**config.mk**
```make
export PLATFORM = sky130hd
export DESIGN_NAME = min_tracking_stack_top
export DESIGN_NICKNAME = d
export VERILOG_FILES = /design/src/rtl/mts_pkg.sv /design/src/rtl/mts_cell.sv /design/src/rtl/mts_chain.sv /design/src/rtl/min_tracking_stack_top.sv
export SDC_FILE = /design/constraint.sdc
export NUM_CORES = 2
export LEC_CHECK = 0
export BUFFER_PORTS_ARGS = -buffer_cell sky130_fd_sc_hd__buf_2
export CAP_MARGIN = 20
export CORE_UTILIZATION = 60
export CTS_CLUSTER_DIAMETER = 200
export DETAILED_ROUTE_END_ITERATION = 10
export PLACE_DENSITY_LB_ADDON = 0.25
export SYNTH_ARGS = -nofsm -noshare
export SYNTH_HDL_FRONTEND = slang
export SYNTH_HIERARCHICAL = 1
export SYNTH_SLANG_ARGS = --single-unit
```
**constraint.sdc**
```tcl
create_clock -name i_clk -period 9.8 [get_ports i_clk]
set_input_delay 2.94 -clock i_clk [delete_from_list [all_inputs] [get_ports i_clk]]
set_output_delay 2.94 -clock i_clk [all_outputs]
set_load 0.01 [all_outputs]
```
**src/rtl/mts_pkg.sv**
```systemverilog
// ----------------------------------------------------------------------------
// mts_pkg: shared types and constants for the min-tracking stack
// Request codes, status codes, shift control word and parameter defaults.
// ----------------------------------------------------------------------------
`default_nettype none

package mts_pkg;

    localparam int DEF_STACK_DEPTH = 16;
    localparam int DEF_DATA_WIDTH  = 32;

    localparam logic REQ_PUSH = 1'b0;
    localparam logic REQ_POP  = 1'b1;

    typedef enum logic [1:0] {
        ST_OK    = 2'd0,
        ST_FULL  = 2'd1,
        ST_EMPTY = 2'd2
    } t_status;

    // shift command applied to every cell of a chain in the same cycle
    typedef struct packed {
        logic push;
        logic pop;
    } t_shift_ctl;

endpackage

`default_nettype wire

```
**src/rtl/mts_cell.sv**
```systemverilog
// ----------------------------------------------------------------------------
// mts_cell: one stack slot
// Holds one word; loads from the slot above on push, from below on pop.
// ----------------------------------------------------------------------------
`default_nettype none

module mts_cell #(
    parameter int DATA_WIDTH = mts_pkg::DEF_DATA_WIDTH
) (
    input  wire logic                  i_clk,
    input  wire mts_pkg::t_shift_ctl   i_ctl,
    input  wire logic [DATA_WIDTH-1:0] i_from_above,
    input  wire logic [DATA_WIDTH-1:0] i_from_below,
    output logic      [DATA_WIDTH-1:0] o_data
);

    logic [DATA_WIDTH-1:0] r_data;
    logic [DATA_WIDTH-1:0] n_data;

    always_comb begin
        n_data = r_data;
        if (i_ctl.push) begin
            n_data = i_from_above;
        end else if (i_ctl.pop) begin
            n_data = i_from_below;
        end
    end

    always_ff @(posedge i_clk) begin
        r_data <= n_data;
    end

    assign o_data = r_data;

endmodule

`default_nettype wire

```
**src/rtl/mts_chain.sv**
```systemverilog
// ----------------------------------------------------------------------------
// mts_chain: shift-register stack built from a row of cells
// Cell 0 is the top of stack; pushes shift down, pops shift up.
// ----------------------------------------------------------------------------
`default_nettype none

module mts_chain #(
    parameter int STACK_DEPTH = mts_pkg::DEF_STACK_DEPTH,
    parameter int DATA_WIDTH  = mts_pkg::DEF_DATA_WIDTH
) (
    input  wire logic                  i_clk,
    input  wire mts_pkg::t_shift_ctl   i_ctl,
    input  wire logic [DATA_WIDTH-1:0] i_data,
    output logic      [DATA_WIDTH-1:0] o_top,
    output logic      [DATA_WIDTH-1:0] o_second
);

    logic [DATA_WIDTH-1:0] w_data [STACK_DEPTH];

    for (genvar g = 0; g < STACK_DEPTH; g++) begin : g_cell
        logic [DATA_WIDTH-1:0] w_above;
        logic [DATA_WIDTH-1:0] w_below;

        if (g == 0) begin : g_head
            assign w_above = i_data;
        end else begin : g_body
            assign w_above = w_data[g-1];
        end

        // bottom slot pulls in filler; it is beyond the count and never read
        if (g == STACK_DEPTH - 1) begin : g_tail
            assign w_below = '0;
        end else begin : g_link
            assign w_below = w_data[g+1];
        end

        mts_cell #(
            .DATA_WIDTH(DATA_WIDTH)
        ) u_cell (
            .i_clk       (i_clk),
            .i_ctl       (i_ctl),
            .i_from_above(w_above),
            .i_from_below(w_below),
            .o_data      (w_data[g])
        );
    end

    assign o_top    = w_data[0];
    assign o_second = w_data[1];

endmodule

`default_nettype wire

```
**src/rtl/min_tracking_stack_top.sv**
```systemverilog
// ----------------------------------------------------------------------------
// min_tracking_stack_top: bounded LIFO stack with running minimum
// Value stack plus a stack of minima, both as shift chains of cells.
// ----------------------------------------------------------------------------
//
//  channel | handshake               | word
//  --------+-------------------------+------------------------------------------
//  request | i_in_valid / o_in_ready | i_req_type, i_push_value
//  result  | o_out_valid/i_out_ready | o_pop_value, o_min_value, o_min_valid,
//          |                         | o_depth_now, o_status
//
//  One request per cycle while the output slot is free or draining. A request
//  is evaluated the cycle it is accepted; its result word shows up in the
//  output register on the next cycle. Both stacks shift all cells at once,
//  so the tops stay at cell 0; the single output register sets the rate.
//  Sync active-low reset empties both stacks (counts cleared; cell data kept).
//  While a result waits unclaimed, a new request is taken only in the cycle
//  the waiting word is drained.
// ----------------------------------------------------------------------------
`default_nettype none

module min_tracking_stack_top #(
    parameter int STACK_DEPTH = mts_pkg::DEF_STACK_DEPTH,
    parameter int DATA_WIDTH  = mts_pkg::DEF_DATA_WIDTH,
    parameter int CNT_W       = $clog2(STACK_DEPTH + 1)
) (
    input  wire logic                         i_clk,
    input  wire logic                         i_rst_n,
    // request channel
    input  wire logic                         i_in_valid,
    output logic                              o_in_ready,
    input  wire logic                         i_req_type,
    input  wire logic signed [DATA_WIDTH-1:0] i_push_value,
    // result channel
    output logic                              o_out_valid,
    input  wire logic                         i_out_ready,
    output logic signed      [DATA_WIDTH-1:0] o_pop_value,
    output logic signed      [DATA_WIDTH-1:0] o_min_value,
    output logic                              o_min_valid,
    output logic             [CNT_W-1:0]      o_depth_now,
    output logic             [1:0]            o_status
);

    localparam logic [CNT_W-1:0] FULL_CNT = CNT_W'(STACK_DEPTH);

    // stack counts
    logic [CNT_W-1:0] r_vcount, n_vcount;
    logic [CNT_W-1:0] r_mcount, n_mcount;

    // output register
    logic                  r_out_valid, n_out_valid;
    logic [DATA_WIDTH-1:0] r_pop_value, n_pop_value;
    logic [DATA_WIDTH-1:0] r_min_value, n_min_value;
    logic                  r_min_valid, n_min_valid;
    logic [CNT_W-1:0]      r_depth_now;
    mts_pkg::t_status      r_status, n_status;

    logic in_acc;
    logic push_ok, pop_ok, min_push, min_pop;
    mts_pkg::t_shift_ctl val_ctl, min_ctl;
    logic [DATA_WIDTH-1:0] val_top, val_second;
    logic [DATA_WIDTH-1:0] min_top, min_second;

    // input taken whenever the output slot is free or draining this cycle
    assign o_in_ready = !r_out_valid || i_out_ready;
    assign in_acc     = i_in_valid && o_in_ready;

    mts_chain #(
        .STACK_DEPTH(STACK_DEPTH),
        .DATA_WIDTH (DATA_WIDTH)
    ) u_values (
        .i_clk   (i_clk),
        .i_ctl   (val_ctl),
        .i_data  (i_push_value),
        .o_top   (val_top),
        .o_second(val_second)
    );

    mts_chain #(
        .STACK_DEPTH(STACK_DEPTH),
        .DATA_WIDTH (DATA_WIDTH)
    ) u_minima (
        .i_clk   (i_clk),
        .i_ctl   (min_ctl),
        .i_data  (i_push_value),
        .o_top   (min_top),
        .o_second(min_second)
    );

    always_comb begin
        push_ok = in_acc && (i_req_type == mts_pkg::REQ_PUSH) && (r_vcount != FULL_CNT);
        pop_ok  = in_acc && (i_req_type == mts_pkg::REQ_POP) && (r_vcount != '0);

        // equal values go onto the minima stack too, so duplicates pop cleanly
        min_push = push_ok && ((r_mcount == '0) ||
                               ($signed(i_push_value) <= $signed(min_top)));
        min_pop  = pop_ok && (r_mcount != '0) && (min_top == val_top);

        val_ctl.push = push_ok;
        val_ctl.pop  = pop_ok;
        min_ctl.push = min_push;
        min_ctl.pop  = min_pop;

        n_vcount = r_vcount;
        if (push_ok) begin
            n_vcount = r_vcount + CNT_W'(1);
        end else if (pop_ok) begin
            n_vcount = r_vcount - CNT_W'(1);
        end

        n_mcount = r_mcount;
        if (min_push) begin
            n_mcount = r_mcount + CNT_W'(1);
        end else if (min_pop) begin
            n_mcount = r_mcount - CNT_W'(1);
        end

        n_status = mts_pkg::ST_OK;
        if (i_req_type == mts_pkg::REQ_PUSH && !push_ok) begin
            n_status = mts_pkg::ST_FULL;
        end else if (i_req_type == mts_pkg::REQ_POP && !pop_ok) begin
            n_status = mts_pkg::ST_EMPTY;
        end

        n_pop_value = pop_ok ? val_top : '0;

        // minimum after the operation, forwarded from the chain inputs
        n_min_valid = (n_vcount != '0) && (n_mcount != '0);
        if (!n_min_valid) begin
            n_min_value = '0;
        end else if (min_push) begin
            n_min_value = i_push_value;
        end else if (min_pop) begin
            n_min_value = min_second;
        end else begin
            n_min_value = min_top;
        end

        n_out_valid = r_out_valid;
        if (in_acc) begin
            n_out_valid = 1'b1;
        end else if (i_out_ready) begin
            n_out_valid = 1'b0;
        end
    end

    // control state
    always_ff @(posedge i_clk) begin
        if (!i_rst_n) begin
            r_vcount    <= '0;
            r_mcount    <= '0;
            r_out_valid <= 1'b0;
        end else begin
            r_vcount    <= n_vcount;
            r_mcount    <= n_mcount;
            r_out_valid <= n_out_valid;
        end
    end

    // result word, loaded on accept
    always_ff @(posedge i_clk) begin
        if (in_acc) begin
            r_pop_value <= n_pop_value;
            r_min_value <= n_min_value;
            r_min_valid <= n_min_valid;
            r_depth_now <= n_vcount;
            r_status    <= n_status;
        end
    end

    assign o_out_valid = r_out_valid;
    assign o_pop_value = r_pop_value;
    assign o_min_value = r_min_value;
    assign o_min_valid = r_min_valid;
    assign o_depth_now = r_depth_now;
    assign o_status    = r_status;

    // ------------------------------------------------------------------------
    // assertions
    // ------------------------------------------------------------------------
    a_cnt_bound: assert property (@(posedge i_clk) disable iff (!i_rst_n)
        r_vcount <= FULL_CNT)
        else $error("value count beyond stack depth");

    a_min_le_val: assert property (@(posedge i_clk) disable iff (!i_rst_n)
        r_mcount <= r_vcount)
        else $error("minima count exceeds value count");

    a_min_present: assert property (@(posedge i_clk) disable iff (!i_rst_n)
        (r_vcount != '0) |-> (r_mcount != '0))
        else $error("non-empty stack with empty minima stack");

    a_full_flag: assert property (@(posedge i_clk) disable iff (!i_rst_n)
        (in_acc && i_req_type == mts_pkg::REQ_PUSH && r_vcount == FULL_CNT)
        |=> (o_status == mts_pkg::ST_FULL && $stable(r_vcount)))
        else $error("push on full stack not dropped and flagged");

    a_depth_out: assert property (@(posedge i_clk) disable iff (!i_rst_n)
        in_acc |=> (o_depth_now == r_vcount))
        else $error("reported depth differs from count");

    // a pop lifts the second entry to the top
    a_pop_shift: assert property (@(posedge i_clk) disable iff (!i_rst_n)
        (pop_ok && r_vcount >= CNT_W'(2)) |=> (val_top == $past(val_second)))
        else $error("pop did not shift the value chain up");

endmodule

`default_nettype wire

```
==> impl_metrics.env <==
export IMPL_num_rows=109
export IMPL_cts_resized=0
export IMPL_placed_cell_area_um2=54000
export IMPL_fp_dieH_um=301
export IMPL_first_pass_iters=8
export IMPL_pwr_share_clk_pct=35.1
export IMPL_hold_depth=1
export IMPL_slew_violations=0
export IMPL_grtUsageTotal_pct=23.3
export IMPL_slew_headroom_pct=27.8
export IMPL_synth_area_um2=53700
export IMPL_die_x_um=301
export IMPL_timing_final_ws_setup_ns=3.17
export IMPL_ff2ff_path_depth=13
export IMPL_h_tree_depth=3
export IMPL_violations="design-rule violations"
export IMPL_clock_latency_ns=0.68
export IMPL_ys_flop_type="edfxtp_1"
export IMPL_synth_ff_latch_count=1107
export IMPL_critical_path_class="input pin to register"
export IMPL_critPathLaunchType="input pin"
export IMPL_vias=24500
export IMPL_synthSimpleGateAreaFrac_pct=2.44
export IMPL_cts_setup_buffers=0
export IMPL_synthCells=2755
export IMPL_antenna_found_initial=2
export IMPL_maxCapViolCount=0
export IMPL_fin_crit_sh_pct=67.7
export IMPL_required_ns=10.14
export IMPL_vdd_drop_max_v=0.000122
export IMPL_sequentialPowerShare_pct=51.8
export IMPL_crit_path_top_delay_cell="buf_4"
export IMPL_finClkSkew_ns=0.0240
export IMPL_fmax_mhz=151
export IMPL_switching_share_pct=23.5
export IMPL_period_needed_ns=6.63
export IMPL_cts_tree="yes"
export IMPL_via_per_inst=5.86
export IMPL_cts_clk_slew_worst_paths_ns=0.06
export IMPL_wl_per_cell_um=25.2
export IMPL_synth_most_common_cell="edfxtp_1"
export IMPL_synth_top_family_by_area="multiplexers"
export IMPL_cts_num_sinks=1107
export IMPL_power_switching_mw=2.78
export IMPL_yosysUniqueCellTypes=63
export IMPL_internal_power_mw=9.06
export IMPL_overflow=0
export IMPL_r2r_start="r_vcount[0]$_SDFF_PN0_"
export IMPL_syn_to_final_growth_pct=7.25
export IMPL_synthAdderAreaFrac_pct=0.838
export IMPL_numCtsBuffers=113
export IMPL_drc=78
export IMPL_worstMarginPinSlew_ns=1.08
export IMPL_cp_buffers_inverters=3
export IMPL_root_buffer="clkbuf_16"
export IMPL_ios=111
export IMPL_hp_start="u_minima/g_cell[15].u_cell/o_data[16]$_DFFE_PP_"
export IMPL_async_reset_ff_share_pct=0
export IMPL_hold_path_class="register to register"
export IMPL_cp_max_fo=69
export IMPL_postSynthAreaPerCell_um2=19.5
export IMPL_dp_final_hpwl_um=68700
export IMPL_postRouteAntennaNets=0
export IMPL_ys_warnings_count=6
export IMPL_critPathCaptureType="register"
export IMPL_synth_area_leaders="edfxtp_1 61%, mux2_4 26%, buf_12 3.6%"
export IMPL_combPwrFrac_pct=13.1
export IMPL_core_area_um2=88500
export IMPL_synth_mux_area_share_pct=28.0
export IMPL_hold_path_end="u_minima/g_cell[14].u_cell/o_data[16]$_DFFE_PP_"
export IMPL_rsz0062_at_grt="false"
export IMPL_synth_top_cell_by_area="edfxtp_1"
export IMPL_path_cells="buf_2, ha_1, nand4_1, a2111oi_0, o31a_1, a2bb2oi_1, nand2_2, buf_4, a311oi_2, a211oi_4, buf_4, a311oi_2"
export IMPL_r2r_slack_ns=4.84
export IMPL_routed_wl_um=105000
export IMPL_grt_pass1_wl_um=159000
export IMPL_holdBufCountCts=0
export IMPL_r2r_end="o_min_value[9]$_SDFFCE_PN0P_"
export IMPL_status="finished with violations"
export IMPL_finalInstanceArea_um2=57600
export IMPL_slowest_delay_ns=0.72
export IMPL_grt_max_degree=149
export IMPL_synthXorXnorAreaFrac_pct=0.571
export IMPL_fillers=5856
export IMPL_final_net_count=3005
export IMPL_setup_violations=0
export IMPL_start_util_pct=60.7
export IMPL_clockBufferDepth=3
export IMPL_multi_input_area_um2=18300
export IMPL_drt_iter0_drc=2434
export IMPL_synth_top_area_share_pct=61.3
export IMPL_gp_congestion=0.888
export IMPL_powerDensity_nw_per_um2=206
export IMPL_synth_edf_count=1096
export IMPL_grt_pass1_vias=24800
export IMPL_cpLargestDelayFamily="compound AO/OA/AOI/OAI gates"
export IMPL_p_leak_nw=21.7
export IMPL_hold_violations=0
export IMPL_worst_endpoint_arrival_ns=6.97
export IMPL_ys_top_cells_by_count="1096 x edfxtp_1, 928 x mux2_4, 96 x buf_12, 96 x mux2_2, 73 x nand2_1"
export IMPL_setup_tns_final_ns=0
export IMPL_fin_total_pwr_mw=11.8
export IMPL_seq_area_um2=33100
export IMPL_drive_gt1_share_pct=45.6
export IMPL_dieArea_um2=90700
export IMPL_port_buffers=110
export IMPL_dpl_worst_slack_ns=2.57
export IMPL_synth_seq_area_share_pct=61.7
export IMPL_synth_compound_area_share_pct=1.65
-- worst max path at each step --
| stage | from | endpoint | slack [ns] | cells after the start |
|---|---|---|---|---|
| after floorplan | i_out_ready | o_min_value[25]$_SDFFCE_PN0P_ | 2.89 | 10 |
| after global placement | i_push_value[15] | o_min_value[31]$_SDFFCE_PN0P_ | 2.56 | 12 |
| after detailed placement | i_push_value[31] | u_minima/g_cell[0].u_cell/o_data[14]$_DFFE_PP_ | 2.57 | 11 |
| after CTS | i_out_ready | o_in_ready | 3.30 | 4 |
| after global routing | i_out_ready | o_min_value[9]$_SDFFCE_PN0P_ | 2.96 | 13 |
| final | i_push_value[15] | o_min_value[9]$_SDFFCE_PN0P_ | 3.17 | 12 |
-- per-layer routing --
| layer | up-vias | wire length [um] | global-route usage [%] |
|---|---|---|---|
| li1 | 11000 | - | - |
| met3 | 151 | 5600 | 3.11 |
| met2 | 732 | 47400 | 34.5 |
| met1 | 12700 | 49900 | 35.9 |
| met4 | 0 | 2460 | 6.61 |
| met5 | - | 0 | 0 |
-- registers in the layout, summed over array words and instances, names as in the netlist --
| name | cells |
|---|---|
| u_minima/g_cell.u_cell/o_data | 512 |
| u_values/g_cell.u_cell/o_data | 512 |
| o_min_value | 32 |
| o_pop_value | 32 |
| o_depth_now | 5 |
| r_mcount | 5 |
| r_vcount | 5 |
| o_status | 2 |
| o_min_valid | 1 |
| o_out_valid | 1 |
-- logic make-up (layout without fill, tap and decap cells) --
group	count (synthesis)	after routing
other	2	65
AOI/OAI and AO/OA	93	93
muxes	1027	1027
buffers and inverters	201	403
adders and majority gates	36	36
xor gates and xnor gates	35	35
DFF	1107	1107
and+or+nand+nor	254	254
-- power groups by stage --
stage                     Sequential, mW  Combinational, mW  Clock, mW
after floorplan                     6.07               1.35          0
after global placement              6.21               1.49          0
after detailed placement            6.23               1.54          0
after CTS                           6.13               1.56       4.24
after global routing                6.17               1.66       4.41
final                               6.13               1.56       4.15
-- placed cells by master (no fill, tap or decap), types with 35 or more instances in the layout --
cell,n
ha_1,36
clkbuf_16,116
inv_1,42
and2_1,41
nand2_1,72
buf_2,110
mux2_4,928
nor2_1,42
buf_4,35
edfxtp_1,1096
conb_1,64
mux2_2,96
-- area by class of cell --
class,count,share of cell area [%]
Sequential cell,1107,57.5
Clock inverter,64,0.971
Timing Repair Buffer,155,1.81
Inverter,46,0.326
Multi-Input combinational cell,1509,31.7
Antenna cell,1,0.00434
Clock buffer,138,5.18
Tap cell,1165,2.53
-- stage by stage --
step / std cells / hold slack, ns / util (%)
2_1_floorplan: 2817 / 0.525 / -
3_3_place_gp: 3978 / 0.528 / 61.0
3_5_place_dp: 3981 / 0.534 / 61.1
4_1_cts: 4183 / 0.549 / 65.1
5_1_grt: 4184 / 0.553 / 65.1
6_report: 4185 / 0.548 / 65.1
Power figures use the tool's default switching activity.
